--- src/hw/rtl/gspc_pkg.sv ---
`timescale 1ns / 1ps

package gspc_pkg;

  // Result kinds.
  localparam logic [1:0] KIND_MEAS  = 2'd0;
  localparam logic [1:0] KIND_CAL   = 2'd1;
  localparam logic [1:0] KIND_FINAL = 2'd2;

  // Status codes.
  localparam logic [1:0] ST_OK      = 2'd0;
  localparam logic [1:0] ST_LOW_V   = 2'd1;
  localparam logic [1:0] ST_RS_BAD  = 2'd2;
  localparam logic [1:0] ST_CAL_BAD = 2'd3;

  // Configuration register indexes.
  localparam logic [2:0] CFG_R0        = 3'd0;
  localparam logic [2:0] CFG_LOAD      = 3'd1;
  localparam logic [2:0] CFG_SUPPLY    = 3'd2;
  localparam logic [2:0] CFG_DIV_TOP   = 3'd3;
  localparam logic [2:0] CFG_DIV_BOT   = 3'd4;
  localparam logic [2:0] CFG_SLOPE     = 3'd5;
  localparam logic [2:0] CFG_OFFSET    = 3'd6;
  localparam logic [2:0] CFG_CLEAN_AIR = 3'd7;

  localparam int CFG_IDX_W  = 3;
  localparam int CFG_DATA_W = 31;

  // Arithmetic constants.
  localparam logic [32:0] LOG10_2_Q28 = 33'd80807124;
  localparam logic [32:0] LOG2_10_Q28 = 33'd891723283;
  localparam logic [30:0] RS_MAX      = 31'h7FFF_FFFF;
  localparam logic [11:0] MV_MIN      = 12'd10;
  localparam logic [19:0] E_LIMIT     = 20'd655360;
  localparam logic [23:0] U_BIAS      = 24'd1048576;
  localparam logic [10:0] COUNT_MAX   = 11'd2047;

  // Shared divider and root unit widths.
  localparam int DIV_DVD_W = 64;
  localparam int DIV_DSR_W = 33;
  localparam int DIV_CNT_W = 6;
  localparam int SQ_IN_W   = 64;
  localparam int SQ_OUT_W  = 32;
  localparam int MUL_W     = 33;

  typedef struct packed {
    logic                 start;
    logic [DIV_DVD_W-1:0] dividend;
    logic [DIV_DSR_W-1:0] divisor;
  } div_req_t;

  typedef struct packed {
    logic                 done;
    logic [DIV_DVD_W-1:0] quot;
  } div_rsp_t;

  typedef struct packed {
    logic               start;
    logic [SQ_IN_W-1:0] radicand;
  } sqrt_req_t;

  typedef struct packed {
    logic                done;
    logic [SQ_OUT_W-1:0] root;
  } sqrt_rsp_t;

  typedef enum logic [4:0] {
    S_IDLE, S_MDEN, S_MPOS, S_MNUM, S_RSDIV, S_RSW,
    S_RATIO, S_RATIOW, S_NORM, S_SQ, S_SQW, S_L10, S_L10W,
    S_EDIV, S_EW, S_T, S_TW, S_PW, S_PWW, S_SHIFT,
    S_CAL, S_CDIV1, S_CDIV1W, S_CDIV2, S_CDIV2W, S_DONE
  } state_t;

endpackage

--- src/hw/rtl/gspc_mul.sv ---
`timescale 1ns / 1ps

// Shared unsigned multiplier with a registered product.
module gspc_mul (
  input  logic                            clk,
  input  logic [gspc_pkg::MUL_W-1:0]      a,
  input  logic [gspc_pkg::MUL_W-1:0]      b,
  output logic [2*gspc_pkg::MUL_W-1:0]    p
);

  logic [2*gspc_pkg::MUL_W-1:0] p_r;

  always_ff @(posedge clk) begin
    p_r <= a * b;
  end

  assign p = p_r;

endmodule

--- config.mk ---
export PLATFORM = sky130hd
export DESIGN_NAME = gspc_mul
export DESIGN_NICKNAME = d
export VERILOG_FILES = /design/src/hw/rtl/gspc_pkg.sv /design/src/hw/rtl/gspc_mul.sv
export SDC_FILE = /design/constraint.sdc
export NUM_CORES = 2
export LEC_CHECK = 0
export ABC_AREA = 1
export BUFFER_PORTS_ARGS = -buffer_cell sky130_fd_sc_hd__clkbuf_2
export CAP_MARGIN = 5
export CORE_MARGIN = 3
export CORE_UTILIZATION = 25
export CTS_BUF_LIST = sky130_fd_sc_hd__clkbuf_16
export CTS_CLUSTER_DIAMETER = 200
export CTS_CLUSTER_SIZE = 28
export DETAILED_ROUTE_END_ITERATION = 10
export RECOVER_POWER = 100
export SYNTH_ARGS = -nofsm -noshare
export SYNTH_HDL_FRONTEND = slang
export SYNTH_SLANG_ARGS = --single-unit
--- constraint.sdc ---
create_clock -name clk -period 15.9 [get_ports clk]
set_clock_uncertainty 0.05 [all_clocks]
set_input_delay 3.18 -clock clk [delete_from_list [all_inputs] [get_ports clk]]
set_output_delay 3.18 -clock clk [all_outputs]
set_load 0.05 [all_outputs]
### After elaboration in Yosys (flattened, before gate mapping)

Index checks and enable logic that the tools add are counted.

| word-level totals | value |
|---|---|
| flip-flop bits (word level) | 66 |
| input bits | 67 |
| output and inout port bits | 66 |
| logic and storage cells | 2 |

| operators by class | value |
|---|---|
| $mul | 1 |

Operator list:

| cell | number |
|---|---|
| 33-bit by 33-bit multiplier with 66-bit output | 1 |

### Depth between registers and ports, before layout

| depth | value |
|---|---|
| word-level depth | 1 |
| depth in mapped cells | 33 |
| gate-level depth less buffers | 31 |

### Least setup slack after synthesis

OpenSTA, ideal clock, no wires.

| timing path | value |
|---|---|
| kind | input -> register |
| start point | input a[29] (netlist name) |
| end point | register p_r, in the netlist p[64] |
| setup time | 0.112 ns |
| arrival | 9.126 ns |
| path slack | 6.611 ns |
| stages on the path | 27 |
| buffers on the path | 2 |
| cells stage by stage | clkbuf_1 clkbuf_1 nand2_1 fa_1 inv_1 fa_1 fa_1 inv_1 fa_1 inv_1 fa_1 fa_1 fa_1 inv_1 fa_1 inv_1 ha_1 nand2_2 inv_1 a21oi_1 nand2_1 nand2_1 nand2_1 a21oi_1 nand2_1 nand2_1 nand2_1 |

| between the ends | value |
|---|---|
| longest elaborated chain between the ends | 1 |

RTL lines:

| element | RTL line | RTL |
|---|---|---|
| start, declared | gspc_mul.sv:6 | `input logic [gspc_pkg::MUL_W-1:0] a,` |
| 33-bit by 33-bit multiplier with 66-bit output | gspc_mul.sv:14 | `p_r <= a * b;` |
| end signal, assigned | gspc_mul.sv:14 |  |
| end, declared | gspc_mul.sv:11 | `logic [2*gspc_pkg::MUL_W-1:0] p_r;` |

Every way passes these cells.

### Worst setup path after layout

| timing path | value |
|---|---|
| start point | input b[0] (netlist name) |
| end point | register p_r, in the netlist p[33] |

| between the ends | value |
|---|---|
| longest elaborated chain between the ends | 1 |

RTL lines:

| element | RTL line | RTL |
|---|---|---|
| start, declared | gspc_mul.sv:7 | `input logic [gspc_pkg::MUL_W-1:0] b,` |
| 33-bit by 33-bit multiplier with 66-bit output | gspc_mul.sv:14 |  |

Every way passes these cells.

==> reports/qor.csv <==
stage;metric;value;unit
global_routing;largest net degree at the start of global routing;34;
synthesis;Synth Instances;5406;
timing;Worst-Margin Slew;1.76;ns
drt;DRC viols;0;
clock_network;CTS Buf Count;9;
global_routing;first-pass GRT wire length;187000;um
die;# IOs;133;
timing;final hold violations;0;
synthesis;cell taking the most area after synthesis;fa_1;
die;Initial Util;25.3;%
timing;final period utilization;67.1;%
synthesis;sequential area share after synthesis;3.32;%
drt;DR vias/cell;4.20;
clock_network;worst-case clock buffer depth;2;
critical_path;crit-path max FO;33;
critical_path;Critical path buffers and inverters;7;
critical_path;slowest CP cell;clkbuf_1;
clock_network;CTS hold repair buffers;0;
placed_design;Inst Count DP;7368;
critical_path;delay of the slowest critical-path stage;1.23;ns
synthesis;Synth area leaders;fa_1, inv_1, nand2_1;
status;status;finished, violations left;
die;Placeable Area;157000;um^2
critical_path;CP endpoint kind;flop;
timing;fmax;0.0937;GHz
placed_design;PortBufs;132;
die;Die Area;164000;um^2
clock_network;clock sink count;66;
synthesis;post-synth cell types;29;
status;failing checks;max-capacitance violations, max-slew violations;
synthesis;Synth Net Count;6696;
drt;Total Wirelength;115000;um
run;maxcap violations;1;
critical_path;critical path class;primary input to flop;
cells_and_area;share of layout cells above drive strength 1;2.74;%
synthesis;Mapped Area;39800;um^2
synthesis;top-area cell type share of the netlist area;48.2;%
timing;pins over their slew limit;34;
synthesis;Avg Cell Area, Syn;7.37;um^2
drt;routed vias;31100;
critical_path;critical path, cell by cell;clkbuf_1 -> nand2_1 -> inv_1 -> fa_1 -> fa_1 -> fa_1 -> inv_1 -> fa_1 -> inv_1 -> fa_1 -> fa_1 -> fa_1 -> inv_1 -> fa_1 -> inv_1 -> ha_1 -> nand2_1 -> nor2_1 -> inv_1 -> nor2_1 -> a21oi_1 -> nand2_1 -> xor2_1;
die;# rows;145;
drt;post-route ant nets;0;
timing;fin crit period;10.67;ns
global_routing;Total Routing Usage GR;14.4;%
clock_network;Worst-path clk slew;0.06;ns
placed_design;Post-DP HPWL;95600;um
timing;PnR worst setup slack;5.23;ns
clock_network;H-Tree Depth;3;
cells_and_area;Area Overhead vs Synth;6.81;%
synthesis;Yosys warnings;0;
drt;DR pass1 iterations;6;
placed_design;worst slack, placed;5.35;ns
global_routing;gr ovfl total;0;
timing;final setup violation count;0;
timing;Setup TNS;0;ns
critical_path;CP delay by family, top;adder cells;
global_routing;initial antenna violation count;13;
cells_and_area;max reg flops;66;
cells_and_area;nets@finish;6611;
clock_network;Setup Fix Bufs, Post-CTS;0;
cells_and_area;fin cells;7388;
clock_network;CTS Root Cell;clkbuf_16;
hold_path;Worst Hold Class;primary input to flop;
critical_path;startpoint types;primary input;
drt;average wire per standard cell;15.6;um
die;die width;405;um
timing;RSZ-0062 raised after global routing;false;
placed_design;RePlAce Congestion;0.941;
die;height of the chip;405;um
clock_network;CTS tree;built;
timing;Slew headroom;-17.2;%
critical_path;CP required;16.04;ns
critical_path;Crit path top cell by count;fa_1;
global_routing;vias in the first global route;33900;
drt;DR iter-0 viols;1866;
clock_network;post-CTS sizing;0;
synthesis;#FFs+latches synth;66;
critical_path;Crit path arrival time;10.81;ns
## kinds of logic (layout without fill, tap and decap cells)
kind of cell    count (synthesis)  count (layout)  share of synthesized area (%)
buf+inv                      2166            2086                           20.4
simple gates                 1858            1858                           18.2
fa+ha+maj                    1223            1223                           56.5
flops                          66              66                           3.32
compound gates                 57              57                          0.804
xor+xnor                       36              36                          0.792
other cells                     0               4                              0
## through the flow
step / utilization (%) / instance area [um^2] / hold WS (ns)
floorplan: - / 39800 / 3.40
global placement: 26.9 / 42300 / 3.63
detailed placement: 26.9 / 42300 / 3.63
CTS: 27.1 / 42700 / 3.39
global route: 27.0 / 42500 / 3.43
finish: 27.0 / 42500 / 3.40
## synth_stat cells, drive strengths merged
master	n
and3b	1
xor2	31
clkbuf	264
nor4	1
nand3	59
nand4	13
xnor2	5
o21ai	4
and3	1
ha	265
nor2	111
nand2	1657
dfxtp	66
a21oi	42
o211ai	1
and2	1
o21bai	10
nor3	14
inv	1902
fa	958
## final timing paths
| path | start | to | slack, ns | depth (start not counted) |
|---|---|---|---|---|
| max | b[0] | p[33]$_DFF_P_ | 5.23 | 23 |
| min | a[0] | p[0]$_DFF_P_ | 3.40 | 4 |
## layout by cell type (no fill, tap or decap), types with 2 or more instances in the layout
cell type	synthesis	layout
a21oi_1	42	42
clkbuf_2	0	65
nor2_4	2	2
buf_4	0	36
clkbuf_1	264	67
nor2_1	96	99
xor2_1	31	31
ha_1	265	265
nand2_2	5	2
nor2_2	13	10
clkinv_1	0	2
nand4_1	13	13
nor3_1	10	10
clkbuf_16	0	9
o21ai_0	2	4
inv_2	10	9
bufinv_16	0	2
inv_1	1892	1892
dfxtp_1	66	66
clkinv_4	0	2
o21bai_1	8	8
nand3_1	51	58
diode_2	0	4
nor3_2	3	3
nand2_1	1652	1655
fa_1	958	958
xnor2_1	5	5
o21bai_2	2	2
## per-layer routing
metal  track usage, %  part of all wire, %  up-vias  wire length (um)
met3             1.30                  4.7      145              5450
met2             25.3                   50      893             57700
met1             19.2                   43    15700             49500
li1                 -                    -    14400                 -
met4             3.23                  2.2        2              2500
met5                0                0.011        -                13
## layout make-up
class | instances | area [um^2]
fillers | 17100 | 115000
multi-input cells | 3174 | 30300
inverters | 1902 | 7140
well taps | 2058 | 2570
flip-flops and latches | 66 | 1320
repair buffers | 168 | 847
clock buffers | 9 | 225
clock inverters | 7 | 93.8
diodes | 4 | 10.0
## tightest hold or removal path, stage by stage
cell and delay [ns]:
clkbuf_2 0.08, buf_4 0.29, nand2_1 0.12, inv_1 0.04
Power is left out: the tool's default activity adds up to more than one toggle a clock period on the data nets, which glitch-free logic cannot reach.
