--- src/hw/rtl/gspc_pkg.sv ---
`timescale 1ns / 1ps

package gspc_pkg;

  // Result kinds.
  localparam logic [1:0] KIND_MEAS  = 2'd0;
  localparam logic [1:0] KIND_CAL   = 2'd1;
  localparam logic [1:0] KIND_FINAL = 2'd2;

  // Status codes.
  localparam logic [1:0] ST_OK      = 2'd0;
  localparam logic [1:0] ST_LOW_V   = 2'd1;
  localparam logic [1:0] ST_RS_BAD  = 2'd2;
  localparam logic [1:0] ST_CAL_BAD = 2'd3;

  // Configuration register indexes.
  localparam logic [2:0] CFG_R0        = 3'd0;
  localparam logic [2:0] CFG_LOAD      = 3'd1;
  localparam logic [2:0] CFG_SUPPLY    = 3'd2;
  localparam logic [2:0] CFG_DIV_TOP   = 3'd3;
  localparam logic [2:0] CFG_DIV_BOT   = 3'd4;
  localparam logic [2:0] CFG_SLOPE     = 3'd5;
  localparam logic [2:0] CFG_OFFSET    = 3'd6;
  localparam logic [2:0] CFG_CLEAN_AIR = 3'd7;

  localparam int CFG_IDX_W  = 3;
  localparam int CFG_DATA_W = 31;

  // Arithmetic constants.
  localparam logic [32:0] LOG10_2_Q28 = 33'd80807124;
  localparam logic [32:0] LOG2_10_Q28 = 33'd891723283;
  localparam logic [30:0] RS_MAX      = 31'h7FFF_FFFF;
  localparam logic [11:0] MV_MIN      = 12'd10;
  localparam logic [19:0] E_LIMIT     = 20'd655360;
  localparam logic [23:0] U_BIAS      = 24'd1048576;
  localparam logic [10:0] COUNT_MAX   = 11'd2047;

  // Shared divider and root unit widths.
  localparam int DIV_DVD_W = 64;
  localparam int DIV_DSR_W = 33;
  localparam int DIV_CNT_W = 6;
  localparam int SQ_IN_W   = 64;
  localparam int SQ_OUT_W  = 32;
  localparam int MUL_W     = 33;

  typedef struct packed {
    logic                 start;
    logic [DIV_DVD_W-1:0] dividend;
    logic [DIV_DSR_W-1:0] divisor;
  } div_req_t;

  typedef struct packed {
    logic                 done;
    logic [DIV_DVD_W-1:0] quot;
  } div_rsp_t;

  typedef struct packed {
    logic               start;
    logic [SQ_IN_W-1:0] radicand;
  } sqrt_req_t;

  typedef struct packed {
    logic                done;
    logic [SQ_OUT_W-1:0] root;
  } sqrt_rsp_t;

  typedef enum logic [4:0] {
    S_IDLE, S_MDEN, S_MPOS, S_MNUM, S_RSDIV, S_RSW,
    S_RATIO, S_RATIOW, S_NORM, S_SQ, S_SQW, S_L10, S_L10W,
    S_EDIV, S_EW, S_T, S_TW, S_PW, S_PWW, S_SHIFT,
    S_CAL, S_CDIV1, S_CDIV1W, S_CDIV2, S_CDIV2W, S_DONE
  } state_t;

endpackage

--- src/hw/rtl/gspc_div.sv ---
`timescale 1ns / 1ps

// Restoring divider, one quotient bit per cycle.
module gspc_div (
  input  logic                clk,
  input  logic                rst_n,
  input  gspc_pkg::div_req_t  req,
  output gspc_pkg::div_rsp_t  rsp
);

  localparam int DW = gspc_pkg::DIV_DVD_W;
  localparam int SW = gspc_pkg::DIV_DSR_W;
  localparam int CW = gspc_pkg::DIV_CNT_W;

  logic          busy_r;
  logic          done_r;
  logic [CW-1:0] cnt_r;
  logic [SW-1:0] rem_r;
  logic [SW-1:0] div_r;
  logic [DW-1:0] quo_r;
  logic [SW:0]   shifted;
  logic [SW+1:0] trial;
  logic          qbit;
  logic [SW-1:0] rem_nxt;

  always_comb begin
    shifted = {rem_r, quo_r[DW-1]};
    trial   = {1'b0, shifted} - {2'b00, div_r};
    qbit    = !trial[SW+1];
    rem_nxt = qbit ? trial[SW-1:0] : shifted[SW-1:0];
  end

  always_ff @(posedge clk) begin
    if (!rst_n) begin
      busy_r <= 1'b0;
      done_r <= 1'b0;
      cnt_r  <= '0;
    end else begin
      done_r <= 1'b0;
      if (req.start) begin
        busy_r <= 1'b1;
        cnt_r  <= '0;
      end else if (busy_r) begin
        cnt_r <= cnt_r + 1'b1;
        if (cnt_r == CW'(DW - 1)) begin
          busy_r <= 1'b0;
          done_r <= 1'b1;
        end
      end
    end
  end

  always_ff @(posedge clk) begin
    if (req.start) begin
      rem_r <= '0;
      quo_r <= req.dividend;
      div_r <= req.divisor;
    end else if (busy_r) begin
      rem_r <= rem_nxt;
      quo_r <= {quo_r[DW-2:0], qbit};
    end
  end

  assign rsp.done = done_r;
  assign rsp.quot = quo_r;

endmodule

--- config.mk ---
export PLATFORM = sky130hd
export DESIGN_NAME = gspc_div
export DESIGN_NICKNAME = d
export VERILOG_FILES = /design/src/hw/rtl/gspc_pkg.sv /design/src/hw/rtl/gspc_div.sv
export SDC_FILE = /design/constraint.sdc
export NUM_CORES = 1
export LEC_CHECK = 0
export ABC_AREA = 1
export BUFFER_PORTS_ARGS = -buffer_cell sky130_fd_sc_hd__clkbuf_2
export CORE_MARGIN = 2
export CORE_UTILIZATION = 40
export CTS_BUF_LIST = sky130_fd_sc_hd__clkbuf_4
export CTS_CLUSTER_DIAMETER = 200
export DETAILED_ROUTE_END_ITERATION = 7
export GPL_TIMING_DRIVEN = 0
export SYNTH_ARGS = -nofsm -noshare
export SYNTH_HDL_FRONTEND = slang
export SYNTH_SLANG_ARGS = --single-unit
--- constraint.sdc ---
create_clock -name clk -period 3.5 [get_ports clk]
set_clock_uncertainty 0.15 [all_clocks]
set_input_delay 0.175 -clock clk [delete_from_list [all_inputs] [get_ports clk]]
set_output_delay 0.175 -clock clk [all_outputs]
set_load 0.02 [all_outputs]
# Word-level counts from Yosys, hierarchy flattened
# Index checks and enable logic that the tools add are counted.
# totals
regBits,138
inputBits,100
out_inout_bits,65
# op_classes
addsub,2
eq_ne,1
mux,7
bitwise_logic,2
n_reduce_logical,4
# ops
cell,count
$mux W64,2
$sub A34 B33 Y35,1
$mux W33,1
$add A6 B1 Y6 const B,1
$eq A6 B6 Y1 const B,1
$mux W1,4
$reduce_or A3 Y1,1
$not A1 Y1,2
$reduce_bool A2 Y1,1
$reduce_or A2 Y1,1
$logic_not A1 Y1,1

# Depth between registers and ports, before layout
# Gate-level depths: netlist of the first run.
# logic_depth
word_depth,4
depth_mapped,17
mapped_depth_nobuf,16

# Least setup slack after synthesis of the first run
# Ideal clock, no wire load.
# synth_path
path_kind,register to register
from,reg busy_r
to,reg quo_r[0] (enable)
setup_ns,0.454
arrival_ns,2.540
path_slack_ns,0.356
path_stages_with_launch,4
period_less_slack_ns,3.144
path_cell_list,dfxtp_1 -> nor2_1 -> inv_1 -> clkbuf_1
# synth_via
elab_chain_cells,1
# synth_rtl
element,line,source
from (decl),gspc_div.sv:15,logic busy_r;
from (signal assigned),gspc_div.sv:35,busy_r <= 1'b0;
from (signal assigned),gspc_div.sv:41,busy_r <= 1'b1;
from (signal assigned),gspc_div.sv:46,busy_r <= 1'b0;
$reduce_bool A2 Y1 (no line),n/a,
to (signal assigned),gspc_div.sv:56,quo_r <= req.dividend;
to (signal assigned),gspc_div.sv:60,"quo_r <= {quo_r[DW-2:0], qbit};"
to (decl),gspc_div.sv:20,logic [DW-1:0] quo_r;
# No other way between the ends.
# A chain may end at the register's enable or synchronous reset.

# Worst setup path in the final report of the first run
# layout_path
from,reg quo_r[63]
to,reg rem_r[7]
# layout_via
elab_chain_cells,2
# layout_rtl
element,line,source
$sub A34 B33 Y35,gspc_div.sv:28,"trial = {1'b0, shifted} - {2'b00, div_r};"
$mux W33,gspc_div.sv:30,rem_nxt = qbit ? trial[SW-1:0] : shifted[SW-1:0];
to (signal assigned),gspc_div.sv:59,rem_r <= rem_nxt;
to (decl),gspc_div.sv:18,logic [SW-1:0] rem_r;
# No other way between the ends.

==> impl_metrics.py, run 1 <==
metrics = {
    "synthesis": {
        "syn_inst": 1159,
        "synth_edf_count": 97,
        "synth-main-ff-cell": "edfxtp_1",
        "ys_seq_area_share_pct": 44.26,
        "synth_area_um2": 8436,
        "avgSynthCellArea_um2": 7.278,
        "yosys_warnings": 0,
        "synth_cell_type_count": 39,
        "syn-num-nets": 1294,
        "async_reset_ff_share_pct": 0,
        "ys_ff_latch": 138,
    },
    "timing": {
        "slew_viol_final": 0,
        "finalSetupViolCount": 0,
        "worstMarginPinSlew_ns": 1.020,
        "rsz0062_at_grt": "no",
        "hold_ws_ns": 0.1596,
        "fin_crit_sh_pct": 72.65,
        "layout_min_cycle_time_ns": 2.543,
        "max_freq_mhz": 393.3,
        "slew_headroom_pct": 31.98,
        "hold_viol_final": 0,
    },
    "placement": {
        "portBuffers": 164,
        "dpl.cell_count": 1599,
        "dp_hpwl_mm": 18.64,
        "place.gp.congestion": 0.9103,
    },
    "die": {
        "rows": 53,
        "coreArea_um2": 20890,
        "die_y_um": 149.2,
        "dieArea_um2": 22270,
        "initial_core_util_pct": 40.38,
        "io_pins": 165,
        "dieWidth_um": 149.2,
    },
    "clock_tree": {
        "cts_buffers": 17,
        "post_cts_resized": 0,
        "clock_latency_ns": 0.58,
        "path_clk_slew_ns": 0.15,
        "clk_path_buf_depth": 2,
        "htreeDepth": 4,
        "cts_tree": "built",
        "clock_sinks": 138,
        "cts-root-buf": "clkbuf_4",
    },
    "global_routing": {
        "grt_util_met3_pct": 5.902,
        "grt_antenna_before_repair": 1,
        "grt_pass1_vias": 8025,
        "gr-usage-met2_pct": 40.60,
        "grt_util_met1_pct": 28.05,
        "grt.busiest_layer": "met2",
        "grt_pass1_wl_mm": 39.84,
        "grt-ovfl-total": 0,
        "grt_max_degree": 62,
        "grtUsageTotal_pct": 23.10,
    },
    "power": {
        "leakage_uw": 0.005824,
        "powerDensity_nw_per_um2": 342.1,
        "ir_drop_mv": 0.2290,
    },
    "routing": {
        "drt_iter0_markers": 413,
        "vias_per_cell": 4.688,
        "drt_wl_total_mm": 25.15,
        "num_vias": 8115,
        "drtAntennaViolNets": 0,
        "remaining_drc_errors": 2,
        "firstDrtPassIters": 7,
        "post_drt_wl_per_cell_um": 14.53,
    },
    "layout": {
        "layout-drive-gt1-share_pct": 16.78,
        "areaGrowthSynthToFinish_pct": 29.32,
        "stdcell_count": 1731,
        "nets": 1576,
    },
    "outcome": {
        "violations": "design-rule violations",
        "outcome": "finished with violations",
    },
    "worst_setup_path": {
        "end_kind": "register",
        "critPathKind": "register to register",
        "reg2regPathDepth": 13,
        "arrival_ns": 2.84,
        "critPathLaunchType": "register",
        "cp.required_ns": 3.80,
        "cp_max_fo": 10,
    },
    "hold_path": {
        "hp-class": "primary input to register",
        "min_path_cells": 2,
    },
    "run": {
        "cap_viol_max_count": 0,
    },
}
[path summary, 6_finish.rpt]
check / from / to / slack, ns
setup / recovery: quo_r[63] / rem_r[7] / 0.96
setup reg to reg: quo_r[63] / rem_r[7] / 0.96
hold reg to reg: rem_r[21] / rem_r[21] / 0.33
hold / removal: req[6] / div_r[6] / 0.16
[critical path, stage by stage (launching register included)]
cell and delay (ns):
edfxtp_1 0.41, inv_1 0.09, ha_1 0.14, inv_1 0.07
fa_1 0.46, nand3_1 0.15, nand3_2 0.14, nand2_2 0.10
nand2_2 0.07, nand2_4 0.17, buf_4 0.25, nand3_1 0.10
nand3_1 0.09, o21ai_1 0.06
[repair_timing]
item | 4_1_cts | 5_1_grt
buffers inserted | 0 | 0
hold buffers | 98 | 0
hold endpoints to repair | 105 | 0
[power breakdown]
part	internal, uW	switching [uW]
Clock	391	724
Combinational	265	410
Sequential	1880	59.8
Total	2540	1190
[synth_stat cells (3+ instances only)]
cell | n | share of area [%]
a21oi_1 | 16 | 0.95
and2_1 | 6 | 0.45
buf_1 | 3 | 0.13
buf_2 | 3 | 0.18
buf_4 | 5 | 0.45
buf_6 | 4 | 0.53
clkbuf_1 | 14 | 0.62
dfxtp_1 | 41 | 9.7
edfxtp_1 | 97 | 35
ha_1 | 34 | 5.0
inv_1 | 177 | 7.9
inv_2 | 10 | 0.45
nand2_1 | 522 | 23
nand2_2 | 5 | 0.37
nand3_1 | 82 | 4.9
nand3_2 | 6 | 0.71
nand3b_1 | 16 | 1.4
nand4_1 | 9 | 0.67
nor2_1 | 50 | 2.2
nor2_2 | 4 | 0.30
nor3_1 | 6 | 0.36
o21ai_1 | 13 | 0.77
o21bai_1 | 3 | 0.27
xnor2_1 | 15 | 1.6
[layout make-up]
cell class / count / area [um2]
multi-input combinational: 803 / 3820
fill: 2068 / 9980
clock inverter: 14 / 156.4
timing repair buffer: 263 / 1829
tap: 275 / 344.1
antenna: 2 / 5.005
inverter: 188 / 705.7
clock buffer: 18 / 135.1
buffer: 30 / 180.2
sequential: 138 / 3734
[layout by cell type (no fill, tap or decap), drive strengths merged, types with 15 or more instances in the layout]
cell type / instances
edfxtp: 97
a21oi: 19
clkbuf: 196
dlygate4sd3: 98
nand2: 529
buf: 17
nor2: 56
xnor2: 15
nand3b: 16
ha: 34
dfxtp: 41
nand3: 88
inv: 194
[metrics by stage]
step                      utilization [%]  cell area, um2  setup slack (ns)  total power (uW)  TNS (ns)
after detailed placement            46.11            9632            0.6808              2560         0
after global placement              45.96            9600            -1.791              2560   -128.56
after global routing                52.23           10910            0.7592              3911         0
after floorplan                         -            8436            0.3561              2319         0
after CTS                           52.20           10900            0.9476              3770         0
final                               52.23           10910            0.9574              3732         0
[state kept, by name, summed over array words and instances (netlist names)]
register,count
busy_r,1
cnt_r,6
div_r,33
done_r,1
quo_r,64
rem_r,33
[metal layers]
layer | up-vias | wire length, um
met5 | - | 0
met4 | 0 | 481
met3 | 36 | 1658
met2 | 269 | 12060
met1 | 3640 | 10940
li1 | 4170 | -
[kinds of logic (layout without fill, tap and decap cells)]
group                    after synthesis  after routing  share of synthesized area (%)
AND/OR/NAND/NOR                      713            713                          35.61
buffers and inverters                218            513                          10.46
flip-flops                           138            138                          44.26
AO/OA/AOI/OAI                         38             38                          2.625
adder cells (fa/ha/maj)               35             35                          5.280
XOR/XNOR                              17             17                          1.765
other                                  0              2                              0
Note: power is estimated with default switching activity, not from simulation.
==> inputs of run 2 (changes only) <==
clock period = 2.25 ns   (was 3.5 ns; I/O delays follow)
==> impl_metrics.py, run 2 (same netlist as run 1, synthesis figures left out) <==
metrics = {
    "outcome": {
        "outcome": "complete, no violations",
    },
    "clock_tree": {
        "clock_sinks": 138,
        "htreeDepth": 4,
        "clk_path_buf_depth": 2,
        "cts_tree": "built",
        "cts_buffers": 17,
        "clock_latency_ns": 0.56,
        "path_clk_slew_ns": 0.16,
        "cts-root-buf": "clkbuf_4",
    },
    "placement": {
        "placed_area_um2": 9643,
        "portBuffers": 164,
        "dp_hpwl_mm": 18.49,
        "place.gp.congestion": 0.9110,
    },
    "global_routing": {
        "grt_pass1_vias": 7928,
        "grtUsageTotal_pct": 23.14,
        "grt_max_degree": 66,
        "grt_antenna_before_repair": 1,
        "grt-ovfl-total": 0,
        "grt_pass1_wl_mm": 40.10,
    },
    "routing": {
        "vias_per_cell": 4.716,
        "drt_wl_total_mm": 25.66,
        "remaining_drc_errors": 0,
        "num_vias": 8276,
        "drt_iter0_markers": 419,
        "drtAntennaViolNets": 0,
        "post_drt_wl_per_cell_um": 14.62,
        "firstDrtPassIters": 5,
    },
    "layout": {
        "largest_register_ffs": 64,
        "final_common_cell": "nand2_1",
        "fill_cells": 1980,
        "layout_common_cells": "nand2_1, inv_1, clkbuf_2, dlygate4sd3_1, edfxtp_1",
        "areaGrowthSynthToFinish_pct": 40.71,
        "layout-drive-gt1-share_pct": 26.03,
        "largest_register": "quo_r",
        "post-route-cell-area_um2": 11870,
        "reg.largest.list": "quo_r x64, div_r x33, rem_r x33",
        "nets": 1601,
    },
    "worst_setup_path": {
        "critPathKind": "register to register",
        "slowest_stage": "edfxtp_1",
        "path_cells": "inv_2 -> ha_4 -> inv_4 -> fa_2 -> nand3_2 -> nand3_4 -> nand2_4 -> nand2_4 -> nand2_8 -> nand2_8 -> buf_8 -> nand2_1 -> nand3_1 -> nand2_1",
        "end_kind": "register",
        "cp_max_fo": 10,
        "slowest_delay_ns": 0.42,
        "critPathLaunchType": "register",
        "cp.required_ns": 2.59,
        "arrival_ns": 2.57,
    },
    "die": {
        "dieArea_um2": 22270,
        "die_y_um": 149.2,
        "dieWidth_um": 149.2,
        "rows": 53,
        "io_pins": 165,
        "coreArea_um2": 20890,
        "initial_core_util_pct": 40.38,
    },
    "power": {
        "leakage_uw": 0.006054,
        "p_total_uw": 5781,
        "powerDensity_nw_per_um2": 487.0,
        "ir_drop_mv": 0.4072,
    },
    "timing": {
        "worstMarginPinSlew_ns": 1.018,
        "hold_viol_final": 0,
        "slew_headroom_pct": 32.14,
        "fin_crit_sh_pct": 99.24,
        "slew_viol_final": 0,
        "layout_min_cycle_time_ns": 2.233,
        "max_freq_mhz": 447.9,
        "rsz0062_at_grt": "yes",
        "finalSetupViolCount": 0,
    },
    "run": {
        "cap_viol_max_count": 0,
    },
    "hold_path": {
        "hp-class": "primary input to register",
    },
}
-- run 2: cell count changes in the layout (fill, tap and decap cells not counted), moves of 7 or more --
| cell | before | now |
|---|---|---|
| nand2_4 | 1 | 9 |
| nand2_1 | 522 | 479 |
| nand2_2 | 5 | 39 |
| ha_1 | 34 | 5 |
| inv_1 | 177 | 169 |
| buf_4 | 5 | 19 |
| nand3_1 | 82 | 60 |
| inv_2 | 10 | 17 |
| nand3_2 | 6 | 26 |
| ha_4 | 0 | 25 |
| nor2_1 | 50 | 42 |
-- run 2: report_power, final --
group          switching, uW  total [uW]  internal (uW)
clock network           1100        1580            480
registers               97.0        3030           2930
logic                    690        1170            484
total                   1890        5780           3890
-- run 2: routing by layer --
| layer | GRT usage [%] | part of all wire, % |
|---|---|---|
| met1 | 29.22 | 44 |
| met2 | 38.80 | 48 |
| met3 | 5.474 | 5.7 |
| met4 | 8.190 | 2.7 |
| met5 | 0 | 0 |
-- run 2: critical path, delay by kind of cell, from the launching register on --
kind          cells  cell delay (ns)
simple gates      9             0.78
fa+ha+maj         2             0.54
flops             1             0.42
buf+inv           3             0.29
-- run 2: what timing repair did --
action                                  4_1_cts  5_1_grt
hold buffers                                 98        0
gates resized for setup                      47      111
endpoints found under the setup margin       34       34
pin swaps                                     9       12
gates cloned                                  0        2
hold endpoints to repair                    105        0
buffers inserted                              9       14
-- run 2: worst paths after layout --
| kind | startpoint | slack, ns | cells after the start | end |
|---|---|---|---|---|
| setup / recovery | quo_r[63] | 0.02 | 14 | rem_r[20] |
| hold / removal | req[8] | 0.11 | 2 | div_r[8] |
| setup reg to reg | quo_r[63] | 0.02 | 14 | rem_r[20] |
| hold reg to reg | rem_r[16] | 0.34 | 2 | rem_r[16] |
-- run 2: cell type report --
cell class	instances	area, um2	area share (%)
clock inverters	15	128.9	1.086
multi-input cells	803	4513	38.02
clock buffers	17	127.6	1.075
flip-flops and latches	138	3734	31.45
diodes	1	2.502	0.02108
plain buffers	30	232.7	1.961
inverters	188	708.2	5.966
repair buffers	288	2079	17.52
well taps	275	344.1	2.899
-- run 2: per-stage QoR --
stage	instances	TNS [ns]	util [%]	worst slack, ns	hold slack (ns)
after CTS	1738	0	53.59	0.001537	0.06618
final	1755	0	56.83	0.01721	0.1127
after detailed placement	1599	-46.09	46.16	-0.4856	0.1416
after global routing	1755	-2.280	56.83	-0.1002	0.07453
after global placement	1598	-108.42	46.02	-1.353	0.1393
after floorplan	1159	-0.03304	-	-0.01356	0.06137
==> inputs of run 3 (changes only) <==
CELL_PAD_IN_SITES_DETAIL_PLACEMENT = 0   (was not set)
CELL_PAD_IN_SITES_GLOBAL_PLACEMENT = 1   (was not set)
CORE_UTILIZATION = 37   (was 40)
PLACE_DENSITY_LB_ADDON = 0.1   (was not set)
==> impl_metrics.py, run 3 (same netlist as run 1, synthesis figures left out) <==
metrics = {
    "layout": {
        "nets": 1596,
        "fill_cells": 2214,
        "final_common_cell": "nand2_1",
        "layout-drive-gt1-share_pct": 26.87,
        "largest_register_ffs": 64,
        "reg.largest.list": "quo_r x64, div_r x33, rem_r x33",
        "multiInputGateArea_um2": 4576,
        "areaGrowthSynthToFinish_pct": 41.62,
        "largest_register": "quo_r",
        "layout_common_cells": "nand2_1, inv_1, clkbuf_2, dlygate4sd3_1, edfxtp_1",
        "regArea_um2": 3734,
    },
    "power": {
        "leakage_uw": 0.006116,
        "powerDensity_nw_per_um2": 505.3,
        "ir_drop_mv": 0.3558,
    },
    "routing": {
        "vias_per_cell": 4.603,
        "num_vias": 8102,
        "firstDrtPassIters": 5,
        "drtAntennaViolNets": 0,
        "drt_iter0_markers": 382,
        "post_drt_wl_per_cell_um": 15.24,
        "remaining_drc_errors": 0,
        "drt_wl_total_mm": 26.83,
    },
    "hold_path": {
        "hp-class": "primary input to register",
        "hp-start": "req[0]",
        "min_path_cells": 2,
        "holdPathEnd": "div_r[0]",
    },
    "timing": {
        "rsz0062_at_grt": "yes",
        "layout_min_cycle_time_ns": 2.283,
        "fin_ws_ns": -0.03309,
        "max_freq_mhz": 438.0,
        "slew_viol_final": 0,
        "fin_crit_sh_pct": 101.5,
        "slew_headroom_pct": 31.74,
        "finalSetupViolCount": 12,
        "worstMarginPinSlew_ns": 1.024,
        "hold_ws_ns": 0.09435,
        "hold_viol_final": 0,
    },
    "global_routing": {
        "grt_max_degree": 58,
        "grt_antenna_before_repair": 1,
        "grt-ovfl-total": 0,
        "grtUsageTotal_pct": 22.34,
        "grt_pass1_wl_mm": 41.51,
        "grt_pass1_vias": 8016,
    },
    "clock_tree": {
        "clock_latency_ns": 0.58,
        "clock_sinks": 138,
        "path_clk_slew_ns": 0.16,
        "clk_path_buf_depth": 2,
        "cts_buffers": 17,
        "cts-root-buf": "clkbuf_4",
        "htreeDepth": 4,
        "cts_tree": "built",
    },
    "placement": {
        "portBuffers": 164,
        "pre_cts_slack_ns": -0.5613,
        "place.gp.congestion": 0.9094,
        "dp_hpwl_mm": 19.23,
    },
    "die": {
        "dieWidth_um": 155.0,
        "dieArea_um2": 24020,
        "io_pins": 165,
        "coreArea_um2": 22500,
        "rows": 55,
        "die_y_um": 155.0,
        "initial_core_util_pct": 37.49,
    },
    "worst_setup_path": {
        "crit_start": "quo_r[63]",
        "critPathLaunchType": "register",
        "cp_max_fo": 7,
        "reg2regPathDepth": 14,
        "regToRegStartpoint": "quo_r[63]",
        "end_kind": "register",
        "reg2reg_slack_ns": -0.03,
        "arrival_ns": 2.65,
        "cp.required_ns": 2.62,
        "r2r-end": "rem_r[11]",
        "critPathKind": "register to register",
    },
    "outcome": {
        "outcome": "finished with violations",
        "violations": "negative setup slack",
    },
    "run": {
        "cap_viol_max_count": 0,
    },
}
run 3: cell count changes in the layout (fill, tap and decap cells not counted), sizes merged:
cell      previous run  this run
clkinv               8         4
buf                 40        35
bufinv               0         1
inv                195       197
clkinvlp             0         1
run 3: layout make-up:
class	instances	area share [%]
well taps	285	2.985
diodes	1	0.02095
clock buffers	17	1.068
flip-flops and latches	138	31.25
plain buffers	30	2.021
inverters	188	5.928
clock inverters	15	1.424
multi-input cells	803	38.30
repair buffers	283	17.00
run 3: worst max-delay path by stage:
stage | slack (ns) | to
global route | -0.10 | rem_r[11]
floorplan | -0.01 | quo_r[0]
detailed placement | -0.56 | quo_r[36]
global placement | -1.39 | quo_r[36]
finish | -0.03 | rem_r[11]
CTS | 0.0009 | rem_r[31]
run 3: per-layer routing:
| metal | vias to the layer above | GRT usage [%] | wire length, um |
|---|---|---|---|
| li1 | 4203 | - | - |
| met5 | - | 0 | 0 |
| met3 | 19 | 5.070 | 1544 |
| met4 | 0 | 6.393 | 367 |
| met2 | 197 | 37.16 | 12500 |
| met1 | 3683 | 29.22 | 12410 |
run 3: critical path, cell delays in order (launching register included):
cell       delay (ns)
edfxtp_1         0.44
inv_2            0.10
ha_4             0.13
inv_4            0.03
fa_2             0.40
nand3_2          0.10
nand3_4          0.10
nand2_4          0.09
nand2_4          0.07
nand2_8          0.13
nand2_8          0.10
clkbuf_16        0.18
nand2_2          0.07
nand3_2          0.07
nand2_1          0.07
run 3: per-stage QoR:
| step | setup TNS, ns | utilization, % | total power (uW) | cell area (um2) | std cells |
|---|---|---|---|---|---|
| global placement | -118.87 | 42.77 | 3984 | 9625 | 1608 |
| CTS | 0 | 50.53 | 6023 | 11370 | 1746 |
| global route | -2.651 | 53.09 | 6324 | 11950 | 1760 |
| floorplan | -0.03304 | - | 3607 | 8448 | 1159 |
| finish | -0.07814 | 53.09 | 6036 | 11950 | 1760 |
| detailed placement | -57.66 | 42.91 | 3989 | 9656 | 1609 |
run 3: timing repair:
item | CTS | global route
setup buffers | 7 | 11
pin swaps | 15 | 32
hold buffers | 98 | 0
cloned | 0 | 2
resized for setup | 73 | 108
setup endpoints to repair | 34 | 76
endpoints found under the hold margin | 105 | 0
run 3: where the power goes:
group | leakage, uW | switching, uW | total, uW | internal (uW)
combinational | 0.00464 | 700 | 1180 | 478
sequential | 0.00131 | 93.1 | 3020 | 2930
clock | 0.000162 | 1220 | 1840 | 616
total | 0.00612 | 2010 | 6040 | 4020
