===== config.mk =====
export PLATFORM = sky130hd
export DESIGN_NAME = gspc_sqrt
export DESIGN_NICKNAME = d
export VERILOG_FILES = /design/src/hw/rtl/gspc_pkg.sv /design/src/hw/rtl/gspc_sqrt.sv
export SDC_FILE = /design/constraint.sdc
export NUM_CORES = 1
export LEC_CHECK = 0
export BUFFER_PORTS_ARGS = -buffer_cell sky130_fd_sc_hd__buf_2
export CORE_ASPECT_RATIO = 0.8
export CORE_MARGIN = 5
export CORE_UTILIZATION = 40
export CTS_CLUSTER_SIZE = 14
export DETAILED_ROUTE_END_ITERATION = 16
export PLACE_DENSITY_LB_ADDON = 0.05
export RECOVER_POWER = 100
export SKIP_CTS_REPAIR_TIMING = 1
export SLEW_MARGIN = 25
export SYNTH_ARGS = -nofsm -noshare
export SYNTH_HDL_FRONTEND = slang
export SYNTH_SLANG_ARGS = --single-unit

===== constraint.sdc =====
create_clock -name clk -period 7.7 [get_ports clk]
set_input_delay 1.155 -clock clk [delete_from_list [all_inputs] [get_ports clk]]
set_output_delay 1.155 -clock clk [all_outputs]
set_load 0.02 [all_outputs]

===== src/hw/rtl/gspc_pkg.sv =====
`timescale 1ns / 1ps

package gspc_pkg;

  // Result kinds.
  localparam logic [1:0] KIND_MEAS  = 2'd0;
  localparam logic [1:0] KIND_CAL   = 2'd1;
  localparam logic [1:0] KIND_FINAL = 2'd2;

  // Status codes.
  localparam logic [1:0] ST_OK      = 2'd0;
  localparam logic [1:0] ST_LOW_V   = 2'd1;
  localparam logic [1:0] ST_RS_BAD  = 2'd2;
  localparam logic [1:0] ST_CAL_BAD = 2'd3;

  // Configuration register indexes.
  localparam logic [2:0] CFG_R0        = 3'd0;
  localparam logic [2:0] CFG_LOAD      = 3'd1;
  localparam logic [2:0] CFG_SUPPLY    = 3'd2;
  localparam logic [2:0] CFG_DIV_TOP   = 3'd3;
  localparam logic [2:0] CFG_DIV_BOT   = 3'd4;
  localparam logic [2:0] CFG_SLOPE     = 3'd5;
  localparam logic [2:0] CFG_OFFSET    = 3'd6;
  localparam logic [2:0] CFG_CLEAN_AIR = 3'd7;

  localparam int CFG_IDX_W  = 3;
  localparam int CFG_DATA_W = 31;

  // Arithmetic constants.
  localparam logic [32:0] LOG10_2_Q28 = 33'd80807124;
  localparam logic [32:0] LOG2_10_Q28 = 33'd891723283;
  localparam logic [30:0] RS_MAX      = 31'h7FFF_FFFF;
  localparam logic [11:0] MV_MIN      = 12'd10;
  localparam logic [19:0] E_LIMIT     = 20'd655360;
  localparam logic [23:0] U_BIAS      = 24'd1048576;
  localparam logic [10:0] COUNT_MAX   = 11'd2047;

  // Shared divider and root unit widths.
  localparam int DIV_DVD_W = 64;
  localparam int DIV_DSR_W = 33;
  localparam int DIV_CNT_W = 6;
  localparam int SQ_IN_W   = 64;
  localparam int SQ_OUT_W  = 32;
  localparam int MUL_W     = 33;

  typedef struct packed {
    logic                 start;
    logic [DIV_DVD_W-1:0] dividend;
    logic [DIV_DSR_W-1:0] divisor;
  } div_req_t;

  typedef struct packed {
    logic                 done;
    logic [DIV_DVD_W-1:0] quot;
  } div_rsp_t;

  typedef struct packed {
    logic               start;
    logic [SQ_IN_W-1:0] radicand;
  } sqrt_req_t;

  typedef struct packed {
    logic                done;
    logic [SQ_OUT_W-1:0] root;
  } sqrt_rsp_t;

  typedef enum logic [4:0] {
    S_IDLE, S_MDEN, S_MPOS, S_MNUM, S_RSDIV, S_RSW,
    S_RATIO, S_RATIOW, S_NORM, S_SQ, S_SQW, S_L10, S_L10W,
    S_EDIV, S_EW, S_T, S_TW, S_PW, S_PWW, S_SHIFT,
    S_CAL, S_CDIV1, S_CDIV1W, S_CDIV2, S_CDIV2W, S_DONE
  } state_t;

endpackage


===== src/hw/rtl/gspc_sqrt.sv =====
`timescale 1ns / 1ps

// Digit-by-digit integer square root, two radicand bits per cycle.
module gspc_sqrt (
  input  logic                 clk,
  input  logic                 rst_n,
  input  gspc_pkg::sqrt_req_t  req,
  output gspc_pkg::sqrt_rsp_t  rsp
);

  localparam int IW = gspc_pkg::SQ_IN_W;

  logic          busy_r;
  logic          done_r;
  logic [IW-1:0] v_r;
  logic [IW-1:0] r_r;
  logic [IW-1:0] b_r;
  logic [IW-1:0] sum;
  logic          ge;

  always_comb begin
    sum = r_r + b_r;
    ge  = (v_r >= sum);
  end

  always_ff @(posedge clk) begin
    if (!rst_n) begin
      busy_r <= 1'b0;
      done_r <= 1'b0;
    end else begin
      done_r <= 1'b0;
      if (req.start) begin
        busy_r <= 1'b1;
      end else if (busy_r && b_r[0]) begin
        busy_r <= 1'b0;
        done_r <= 1'b1;
      end
    end
  end

  always_ff @(posedge clk) begin
    if (req.start) begin
      v_r <= req.radicand;
      r_r <= '0;
      b_r <= IW'(1) << (IW - 2);
    end else if (busy_r) begin
      v_r <= ge ? (v_r - sum) : v_r;
      r_r <= ge ? ((r_r >> 1) + b_r) : (r_r >> 1);
      b_r <= b_r >> 2;
    end
  end

  assign rsp.done = done_r;
  assign rsp.root = r_r[gspc_pkg::SQ_OUT_W-1:0];

endmodule


* Word-level counts from Yosys, hierarchy flattened
Cells that the tools add are included.
** Storage, ports and cells
- Output and inout port bits :: 33
- Register bits :: 162
- Input bits :: 67
** Operators by class
- Bitwise logic cells :: 1
- Add/sub/neg operators :: 3
- Magnitude comparators :: 1
- Reduce and logical (&&, ||, !) cells :: 6
- Mux-type cells :: 7
** Operators by type and width (number)
- 2-to-1 mux 64 bit :: 4
- adder 63 x 63 -> 64 bit :: 1
- adder 64 x 63 -> 64 bit :: 1
- greater-or-equal comparator 64 bit :: 1
- subtractor 64 bit :: 1
- nonzero test 2 bit :: 3
- 2-to-1 mux 1 bit :: 3
- AND reduction 2 bit :: 1
- OR reduction 2 bit :: 1
- logical AND 1 bit :: 1
- inverter 1 bit :: 1

* Longest topological paths before layout
Gate-level depths: netlist of run 1.
- Depth in word-level cells :: 5
- Mapped depth :: 25
- Mapped depth without buffers :: 21

* Worst setup path before layout of run 1
OpenSTA, ideal clock, no wires.
- Path type :: flip-flop to flip-flop
- Start :: register r_r[2]
- End :: register v_r[0] (enable)
- Setup time :: 424 ps
- Stages on the path, launching flop included :: 19
- Path slack :: 1328 ps
- Required time :: 7276 ps
- Data arrival time :: 5949 ps
- Clock period less this slack :: 6372 ps
- Path through :: dfxtp_1 ha_1 a31oi_1 a211oi_1 a221oi_1 o211ai_1 a21oi_1 a21oi_1 a31oi_1 o21ai_0 xnor2_1 ha_1 buf_2 nand3_1 nor4_2 nand4_1 nor4_2 o21ai_1 nand2_1
** On the way
- Longest elaborated chain between the ends :: 4
** RTL lines
- from (decl) :: line gspc_sqrt.sv:16 : logic [IW-1:0] r_r;
- from (signal assigned) :: line gspc_sqrt.sv:48 : r_r <= ge ? ((r_r >> 1) + b_r) : (r_r >> 1);
- adder 64 x 63 -> 64 bit :: line gspc_sqrt.sv:22 : sum = r_r + b_r;
- greater-or-equal comparator 64 bit :: line gspc_sqrt.sv:23 : ge = (v_r >= sum);
- nonzero test 2 bit (no line)
- AND reduction 2 bit (no line)
- to (signal assigned) :: line gspc_sqrt.sv:43 : v_r <= req.radicand;
- to (signal assigned) :: line gspc_sqrt.sv:47 : v_r <= ge ? (v_r - sum) : v_r;
- to (decl) :: line gspc_sqrt.sv:15 : logic [IW-1:0] v_r;
No other way between the ends.
A chain may end at the register's enable or synchronous reset.

* Worst setup path after layout of run 1
- Start :: register r_r[2]
- End :: register r_r[22]
** On the way
- Longest elaborated chain between the ends :: 3
- Elaborated cells on any way between the ends :: 4
** RTL lines (line)
- adder 64 x 63 -> 64 bit :: gspc_sqrt.sv:22
- greater-or-equal comparator 64 bit :: gspc_sqrt.sv:23
- 2-to-1 mux 64 bit * :: gspc_sqrt.sv:48
Mark *: on every way between the ends. The rest lies on a longest branch, timed or not.

==> flow_summary_export.csv, run 1 <==
group,metric,value,unit
power,p_per_area,351,nW/um^2
layout,final_cells,2555,
synthesis,synthFlopType,"dfxtp_1",
layout,syn2layout_area_growth,7.09,%
drt,routedWlPerCell,21.4,um
outcome,status,"complete, but fails checks",
synthesis,async_flop_share,0,
layout,drive_above_1_share,0.0783,
drt,drtAntennaViolNets,0,
layout,final_cell_mix,"nand2_1 (221), nor2_1 (184), o21ai_0 (181), ha_1 (130), a21oi_1 (122)",
cts,numCtsBuffers,17,
cts,cts_sinks,162,
cts,cts_root_buf,"clkbuf_16",
power,peakVddDrop,0.202,mV
drt,finalWirelength,54600,um
timing,tns,0,ns
floorplanning,die_w,232,um
layout,final_common_cell,"nand2_1",
worst_hold_path,hp-class,"flip-flop to flip-flop",
timing,clock_skew,0.0196,ns
synthesis,netlist_area,15800,um^2
timing,fmax,0.139,GHz
synthesis,synthCells,2016,
setup_path,setup.worst_path.end_class,"flip-flop",
cts,cts_tree,"yes",
power,p_leak,0.00633,uW
timing,maxSlewViolCount,113,
drt,vias,15400,
setup_path,crit_required,7.83,ns
synthesis,post-synth-top-area-fraction,0.124,
global_routing,grt_max_degree,90,
cts,htree_levels,4,
synthesis,synth-edff-count,64,
outcome,violations,"max-capacitance violations, max-slew violations",
floorplanning,chipHeight,188,um
global_routing,grt_first_pass_wirelength,83800,um
timing,hold_viol,0,
setup_path,cpPeakStageDelay,0.77,ns
drt,drt-initial-drc-count,1888,
floorplanning,die_area,43500,um^2
synthesis,synth.distinct_cells,88,
place,place_congestion,0.904,
setup_path,crit_chain,"ha_1 -> a31oi_1 -> a211oi_1 -> buf_4 -> a221oi_1 -> o211ai_1 -> a21oi_1 -> a21oi_1 -> a31oi_1 -> o21ai_0 -> xnor2_1 -> ha_1 -> nand3_1 -> nor4_2 -> nand4_1 -> or4_1 -> nand2_2 -> buf_4 -> mux2i_1 -> a221oi_1",
setup_path,path_class,"flip-flop to flip-flop",
timing,timing.final.crit_period,7.20,ns
flow_run,maxCapViolCount,2,
drt,dr.pass1.iters,6,
setup_path,cpMaxStageDelayCell,"or4_1",
place,dp_hpwl,41700,um
synthesis,avgSynthCellArea,7.82,um^2
layout,final_cell_area,16900,um^2
timing,rsz0062_at_grt,"no",
drt,via_per_inst,6.05,
floorplanning,ios,100,
setup_path,crit_buf_inv,2,
setup_path,crit_fanout,18,
timing,tightest_slew,4.00,ns
timing,timing.slew.headroom,-1.67,
setup_path,start_kind,"flip-flop",
synthesis,syn_nets,2214,
cts,cts_buffer_depth,2,
timing,min_period_over_period,0.935,
synthesis,ys_ff_latch,162,
cts,cts.clk_slew.worst_paths,0.07,ns
drt,drc,0,
place,port_buffers,99,
place,dpl_cell_area,16400,um^2
global_routing,antenna_found_initial,0,
floorplanning,start_util,0.402,
floorplanning,core_region_area,39200,um^2
synthesis,ys_seq_area_frac,0.246,
setup_path,arrival,7.33,ns
synthesis,yosys_warnings,0,
global_routing,grt-ovfl-total,0,
layout,finalNetCount,2203,
synthesis,yosysTopAreaCell,"dfxtp_1",
global_routing,track_usage,0.243,
setup_path,cp_top_family,"compound AO/OA/AOI/OAI gates",
synthesis,yosys-top-cells-area,"dfxtp_1 (12%), edfxtp_1 (12%), ha_1 (10%)",
cts,clkLatencyLatePin,0.48,ns
floorplanning,fp-row-count,65,
global_routing,grt_pass1_vias,14200,
timing,finalSetupViolCount,0,
place,place_inst,2522,
[worst paths after layout]
path | from | to | cells after the start | slack, ns
min | r_r[0]$_SDFFE_PP0P_ | r_r[0]$_SDFFE_PP0P_ | 2 | 0.53
max | r_r[2]$_SDFFE_PP0P_ | r_r[22]$_SDFFE_PP0P_ | 20 | 0.50
max reg2reg | r_r[2]$_SDFFE_PP0P_ | r_r[22]$_SDFFE_PP0P_ | 20 | 0.50
min reg2reg | r_r[0]$_SDFFE_PP0P_ | r_r[0]$_SDFFE_PP0P_ | 2 | 0.53
[through the flow]
| stage | worst slack, ns | hold WS, ns | util | total power (uW) |
|---|---|---|---|---|
| floorplan | 1.33 | 0.478 | - | 4010 |
| global placement | 0.829 | 0.523 | 0.418 | 4960 |
| detailed placement | 0.661 | 0.530 | 0.418 | 4950 |
| CTS | 0.603 | 0.539 | 0.434 | 5930 |
| global route | 0.0542 | 0.585 | 0.431 | 6350 |
| finish | 0.503 | 0.534 | 0.431 | 5930 |
[metal layers]
layer | wire length, um | global-route usage
met1 | 28900 | 0.396
met5 | 0 | 0
met3 | 3720 | 0.0460
met2 | 21500 | 0.334
met4 | 479 | 0.0359
[synth_stat cells, types with 9 or more instances]
cell type	n
a31o_2	10
a211o_1	13
and3_1	16
a221oi_1	18
mux2i_1	48
o31ai_1	12
edfxtp_1	64
xnor2_1	62
o211ai_1	20
mux2_2	9
nor2b_1	17
buf_2	26
nor3_1	32
nand2b_1	13
o22ai_1	9
ha_1	130
dfxtp_1	98
nand3_1	36
a21o_1	48
inv_1	46
nand2_1	222
xor2_1	73
and2_1	15
nor4_1	14
a21oi_1	122
a211oi_1	35
a31oi_1	61
buf_4	35
or3_1	16
nor2_1	183
a311oi_1	22
nand4_1	41
o21a_1	11
o21bai_1	22
o21ai_1	19
o21ai_0	175
clkbuf_1	83
[final cells by class]
cell class,instances,area [um^2]
sequential,162,3890
antenna,1,2.50
timing repair buffer,121,607
clock inverter,10,141
tap,536,671
fill,4112,22300
multi-input combinational,1656,10900
inverter,47,176
clock buffer,22,485
[sequential cells by signal, indices dropped and copies added (netlist names)]
register,flops
b_r,32
done_r,1
v_r,64
busy_r,1
r_r,64
[worst reg2reg max path, delay by kind of cell (launching register included)]
kind	cells	cell delay (ns)
xor gates and xnor gates	1	0.17
DFF	1	0.43
and+or+nand+nor	5	2.08
muxes	1	0.21
buffers and inverters	2	0.49
adders and majority gates	2	0.76
AOI/OAI and AO/OA	9	2.71
[cells by family after synthesis]
| family | after synthesis | synth area share |
|---|---|---|
| compound gates | 688 | 0.289 |
| simple gates | 645 | 0.190 |
| buf+inv | 198 | 0.0581 |
| flops | 162 | 0.246 |
| xor+xnor | 135 | 0.0750 |
| fa+ha+maj | 131 | 0.104 |
| mux | 57 | 0.0369 |
[report_power, final]
| part | internal [uW] | total [uW] | switching [uW] |
|---|---|---|---|
| combinational | 1290 | 3550 | 2260 |
| clock | 550 | 958 | 408 |
| sequential | 1200 | 1420 | 223 |
Power figures use the tool's default switching activity.
==> inputs of run 2 (changes only) <==
- CTS_BUF_LIST: not set -> sky130_fd_sc_hd__clkbuf_16
- clock period: 7.7 -> 6.27 ns (I/O delays scaled with it)
==> run 2 against run 1 <==
The run still ends with max-capacitance violations, max-slew violations left. Clock skew is 0.0086 ns lower. Final cell count is 1.7% higher. Clock-buffer cell count is 2 lower. Via count is 1.3% higher. Critical path depth is 2 higher. Flip-flop and latch count stayed put. Setup slack worse by 0.33 ns. Highest routed layer is now met5. First-iteration DRC count is 20% lower. Worst hold slack worse by 0.0044 ns. Cell area is 2.5% higher. Non-clock buffer count is 44 higher. Critical path type unchanged.
==> flow_summary_export.csv, run 2 (same netlist as run 1, synthesis figures left out) <==
group,metric,value,unit
cts,cts_sinks,162,
drt,finalWirelength,55000,um
timing,rsz0062_at_grt,"no",
layout,finalNetCount,2247,
place,place_congestion,0.947,
timing,fmax,0.164,GHz
worst_hold_path,hp-class,"flip-flop to flip-flop",
setup_path,setup.worst_path.end_class,"flip-flop",
floorplanning,core_region_area,39200,um^2
layout,syn2layout_area_growth,9.75,%
drt,routedWlPerCell,21.2,um
global_routing,antenna_found_initial,0,
setup_path,crit_buf_inv,2,
setup_path,crit_required,6.41,ns
setup_path,start_kind,"flip-flop",
power,peakVddDrop,0.279,mV
layout,reg_top3,"r_r: 64 flops, v_r: 64 flops, b_r: 32 flops",
power,p_per_area,428,nW/um^2
timing,min_period_over_period,0.972,
drt,drtAntennaViolNets,0,
setup_path,crit_top_cell,"ha_1",
timing,fin_ws,0.172,ns
cts,numCtsBuffers,17,
layout,final_cell_area,17300,um^2
power,p_leak,0.00657,uW
layout,regArea,3890,um^2
cts,cts_buffer_depth,2,
drt,dr.pass1.iters,8,
outcome,status,"complete, but fails checks",
setup_path,cpPeakStageDelay,0.64,ns
setup_path,path_class,"flip-flop to flip-flop",
floorplanning,die_w,232,um
drt,drt-initial-drc-count,1518,
cts,clkLatencyLatePin,0.46,ns
timing,clock_skew,0.0110,ns
setup_path,crit_chain,"ha_1 -> ha_1 -> a21oi_1 -> o21ai_1 -> a211o_1 -> o211ai_1 -> a2111oi_1 -> buf_4 -> o31ai_1 -> a2111oi_0 -> o21ai_0 -> xor2_1 -> ha_1 -> a21oi_1 -> o21ai_0 -> nor3_1 -> o221ai_1 -> a211oi_2 -> nor2_2 -> o21ai_1 -> nand2_2 -> buf_12",
setup_path,cp_top_family,"compound AO/OA/AOI/OAI gates",
timing,hold_viol,0,
global_routing,grt_pass1_vias,14500,
timing,tightest_slew,2.63,ns
layout,final_cell_mix,"nand2_1 (221), nor2_1 (183), o21ai_0 (179), ha_1 (130), a21oi_1 (122)",
place,dp_slack,0.122,ns
floorplanning,ios,100,
place,port_buffers,99,
timing,timing.slew.headroom,-0.752,
layout,multiInputGateArea,11000,um^2
global_routing,grt_max_degree,137,
cts,cts_tree,"yes",
layout,fillers,4023,
drt,vias,15700,
global_routing,grt_first_pass_wirelength,85200,um
flow_run,maxCapViolCount,2,
place,dp_hpwl,41600,um
layout,drive_above_1_share,0.100,
cts,cts.clk_slew.worst_paths,0.07,ns
global_routing,track_usage,0.246,
floorplanning,chipHeight,188,um
floorplanning,start_util,0.402,
floorplanning,die_area,43500,um^2
global_routing,grt-ovfl-total,0,
timing,tns,0,ns
cts,cts_root_buf,"clkbuf_16",
drt,drc,0,
place,dpl_cell_area,16800,um^2
drt,via_per_inst,6.02,
timing,timing.final.crit_period,6.10,ns
timing,maxSlewViolCount,111,
setup_path,arrival,6.24,ns
floorplanning,fp-row-count,65,
setup_path,cpMaxStageDelayCell,"a2111oi_0",
timing,finalSetupViolCount,0,
cts,htree_levels,4,
setup_path,crit_fanout,64,
outcome,violations,"max-capacitance violations, max-slew violations",
layout,final_common_cell,"nand2_1",
[run 2: routing by layer]
layer	share of wire	GRT usage
met1	0.53	0.403
met2	0.39	0.328
met3	0.069	0.0507
met4	0.011	0.0395
met5	0.0014	0.0123
[run 2: cell type report]
type / instances / share of cell area
Tap cell: 536 / 0.0388
Clock inverter: 11 / 0.00333
Multi-Input combinational cell: 1656 / 0.636
Antenna cell: 1 / 0.000145
Inverter: 47 / 0.0102
Sequential cell: 162 / 0.225
Clock buffer: 20 / 0.0289
Timing Repair Buffer: 165 / 0.0585
[run 2: worst paths after layout]
kind / from / to / slack (ns) / cells after the start
setup / recovery: r_r[0]$_SDFFE_PP0P_ / v_r[2]$_DFFE_PP_ / 0.17 / 22
hold / removal: r_r[0]$_SDFFE_PP0P_ / r_r[0]$_SDFFE_PP0P_ / 0.53 / 2
setup reg to reg: r_r[0]$_SDFFE_PP0P_ / v_r[2]$_DFFE_PP_ / 0.17 / 22
hold reg to reg: r_r[0]$_SDFFE_PP0P_ / r_r[0]$_SDFFE_PP0P_ / 0.53 / 2
[run 2: power breakdown]
part | internal, uW | leakage [uW] | switching (uW)
Clock | 568 | 0.000287 | 485
Sequential | 1470 | 0.00144 | 220
Combinational | 1760 | 0.00485 | 2900
[run 2: worst min-delay path, stage by stage, from the launching register on]
cell      delay [ns]
dfxtp_1         0.33
nor2_1          0.10
a311oi_1        0.05
[run 2: metrics by stage]
stage	cells	utilization	power, uW	hold slack (ns)
floorplan	2016	-	4930	0.478
global placement	2564	0.428	6300	0.498
detailed placement	2564	0.428	6290	0.516
CTS	2595	0.442	7380	0.527
global route	2597	0.441	7960	0.544
finish	2598	0.441	7410	0.530
==> inputs of run 3 (changes only) <==
- ABC_AREA: not set -> 1
- ABC_CLOCK_PERIOD_IN_PS: not set -> 6270
==> run 3 against run 2 <==
The flow still finishes with violations (max-capacitance violations, max-slew violations). Total power grew 25%. Combinational power is 35% higher. Flip-flop and latch count unchanged. Cell area is 24% higher. Worst hold slack got worse by 0.028 ns. First-iteration DRC count rose by 91%. Clock-buffer cell count fell by 3. Via count up 49%. Setup slack gained 0.32 ns.
==> flow_summary_export.csv, run 3 <==
group,metric,value,unit
outcome,status,"complete, but fails checks",
outcome,violations,"max-capacitance violations, max-slew violations",
floorplanning,fp-row-count,73,
setup_path,crit_buf_inv,2,
timing,hold_viol,0,
place,dp_slack,0.789,ns
power,peakVddDrop,0.247,mV
cts,cts_buffer_depth,2,
power,p_per_area,434,nW/um^2
setup_path,crit_fanout,64,
layout,finalNetCount,3793,
floorplanning,start_util,0.404,
setup_path,cpMaxStageDelayCell,"clkbuf_4",
global_routing,track_usage,0.310,
synthesis,ys_ff_latch,162,
timing,timing.slew.headroom,-0.962,
setup_path,arrival,6.07,ns
setup_path,cp_top_family,"simple AND/OR/NAND/NOR gates",
synthesis,post-synth-top-area-fraction,0.227,
synthesis,yosys_warnings,0,
synthesis,avgSynthCellArea,5.61,um^2
synthesis,async_flop_share,0,
cts,cts_tree,"yes",
setup_path,path_class,"flip-flop to flip-flop",
timing,finalSetupViolCount,0,
setup_path,setup.worst_path.end_class,"flip-flop",
synthesis,yosys-top-cells-area,"nand2_1 (23%), dfxtp_1 (9.8%), edfxtp_1 (9.6%)",
place,place_inst,4251,
drt,drtAntennaViolNets,0,
layout,regArea,3880,um^2
global_routing,antenna_found_initial,0,
setup_path,crit_required,6.56,ns
synthesis,yosys.cell_count.top_type,"nand2_1",
setup_path,crit_top_cell,"nand2_1",
place,dpl_cell_area,20900,um^2
setup_path,start_kind,"flip-flop",
timing,rsz0062_at_grt,"no",
timing,tns,0,ns
setup_path,rrSetupSlack,0.50,ns
synthesis,synthTopCellsByCount,"nand2_1 (1217), inv_1 (494), nor2_1 (433)",
layout,fillers,5637,
global_routing,grt_pass1_vias,20300,
synthesis,synthFlopType,"dfxtp_1",
timing,fin_ws,0.496,ns
cts,numCtsBuffers,17,
timing,tightest_slew,2.94,ns
place,port_buffers,99,
cts,cts.clk_slew.worst_paths,0.08,ns
layout,multiInputGateArea,13600,um^2
cts,htree_levels,4,
floorplanning,die_area,54800,um^2
drt,routedWlPerCell,20.5,um
setup_path,cpPeakStageDelay,0.75,ns
synthesis,syn_nets,3778,
drt,drt-initial-drc-count,2897,
layout,final_common_cell,"nand2_1",
layout,drive_above_1_share,0.0432,
layout,reg_top3,"r_r: 64 flops, v_r: 64 flops, b_r: 32 flops",
drt,vias,23300,
setup_path,crit_chain,"ha_1 -> nand2_1 -> o21ai_0 -> nand2_1 -> o21ai_0 -> a31oi_1 -> nor2_1 -> nor2_1 -> nand2_1 -> xor2_1 -> ha_1 -> inv_1 -> nor3_1 -> nand2_1 -> nor2_1 -> a21oi_4 -> nand2_1 -> clkbuf_4 -> nand3_1 -> nand2_1 -> a21oi_1",
synthesis,yosysTopAreaCell,"nand2_1",
floorplanning,core_region_area,49700,um^2
floorplanning,chipHeight,210,um
floorplanning,die_w,261,um
drt,drc,0,
flow_run,maxCapViolCount,2,
drt,dr.pass1.iters,6,
layout,final_cell_area,21400,um^2
timing,clock_skew,0.0133,ns
drt,finalWirelength,87900,um
timing,timing.final.crit_period,5.77,ns
cts,cts_root_buf,"clkbuf_16",
place,place_congestion,1.02,
timing,min_period_over_period,0.921,
timing,maxSlewViolCount,141,
floorplanning,ios,100,
global_routing,grt_first_pass_wirelength,129000,um
layout,final_cells,4282,
synthesis,netlist_area,20100,um^2
synthesis,synth.distinct_cells,44,
global_routing,grt-ovfl-total,0,
cts,clkLatencyLatePin,0.50,ns
global_routing,grt_max_degree,97,
synthesis,synth-edff-count,64,
synthesis,synthCells,3580,
cts,cts_sinks,162,
layout,antenna-diode-count,0,
place,dp_hpwl,71300,um
layout,final_cell_mix,"nand2_1 (1219), inv_1 (496), nor2_1 (434), nand3_1 (295), a21oi_1 (227)",
worst_hold_path,hp-class,"flip-flop to flip-flop",
layout,syn2layout_area_growth,6.58,%
timing,fmax,0.173,GHz
drt,via_per_inst,5.43,
synthesis,ys_seq_area_frac,0.193,
power,p_leak,0.00980,uW
run 3: cell count changes in the layout (fill, tap and decap cells not counted), moves of 21 or more:
cell      delta
a311oi_1    -22
inv_1      +448
mux2i_1     -48
a21oi_1    +105
a21o_1      -37
nor2_1     +251
a211oi_1    -29
nand3_1    +259
xor2_1      -21
buf_4       -41
a31oi_1     -49
nand2_1    +998
nand3b_1    +29
run 3: worst paths after layout:
path / startpoint / end / depth (start not counted)
min reg2reg: r_r[0]$_SDFFE_PP0P_ / r_r[0]$_SDFFE_PP0P_ / 2
max reg2reg: r_r[32]$_SDFFE_PP0P_ / r_r[56]$_SDFFE_PP0P_ / 21
max: r_r[32]$_SDFFE_PP0P_ / r_r[56]$_SDFFE_PP0P_ / 21
min: r_r[0]$_SDFFE_PP0P_ / r_r[0]$_SDFFE_PP0P_ / 2
run 3: worst min-delay path: stages (launching register included):
cell and delay, ns:
dfxtp_1 0.34, nand2_1 0.07, a21oi_1 0.05
run 3: logic make-up after synthesis:
kind of cell	synth area share
fa+ha+maj	0.0820
buf+inv	0.127
simple gates	0.427
compound gates	0.127
flops	0.193
xor+xnor	0.0436
run 3: stage by stage:
| stage | power (uW) | util | hold WS [ns] |
|---|---|---|---|
| 6_report | 9290 | 0.431 | 0.502 |
| 5_1_grt | 10000 | 0.431 | 0.527 |
| 4_1_cts | 9190 | 0.432 | 0.501 |
| 3_5_place_dp | 8070 | 0.421 | 0.489 |
| 3_3_place_gp | 8030 | 0.421 | 0.483 |
| 2_1_floorplan | 6240 | - | 0.463 |
run 3: final cells by class:
cell class,count,share of cell area
clock buffers,17,0.0199
clock inverters,14,0.00602
inverters,502,0.0880
multi-input cells,2796,0.638
flip-flops and latches,162,0.182
well taps,675,0.0395
repair buffers,116,0.0274
run 3: power by group:
group	total (uW)	switching, uW	internal [uW]
Combinational	6300	4310	2000
Sequential	1910	398	1510
Clock	1080	561	518
run 3: routing by layer:
metal  up-vias  routed length [um]  track usage
li1      11400                   -            -
met1     10700               43100        0.487
met2      1012               33900        0.426
met3        79                9550       0.0812
met4         0                1320       0.0552
met5         -                   0            0
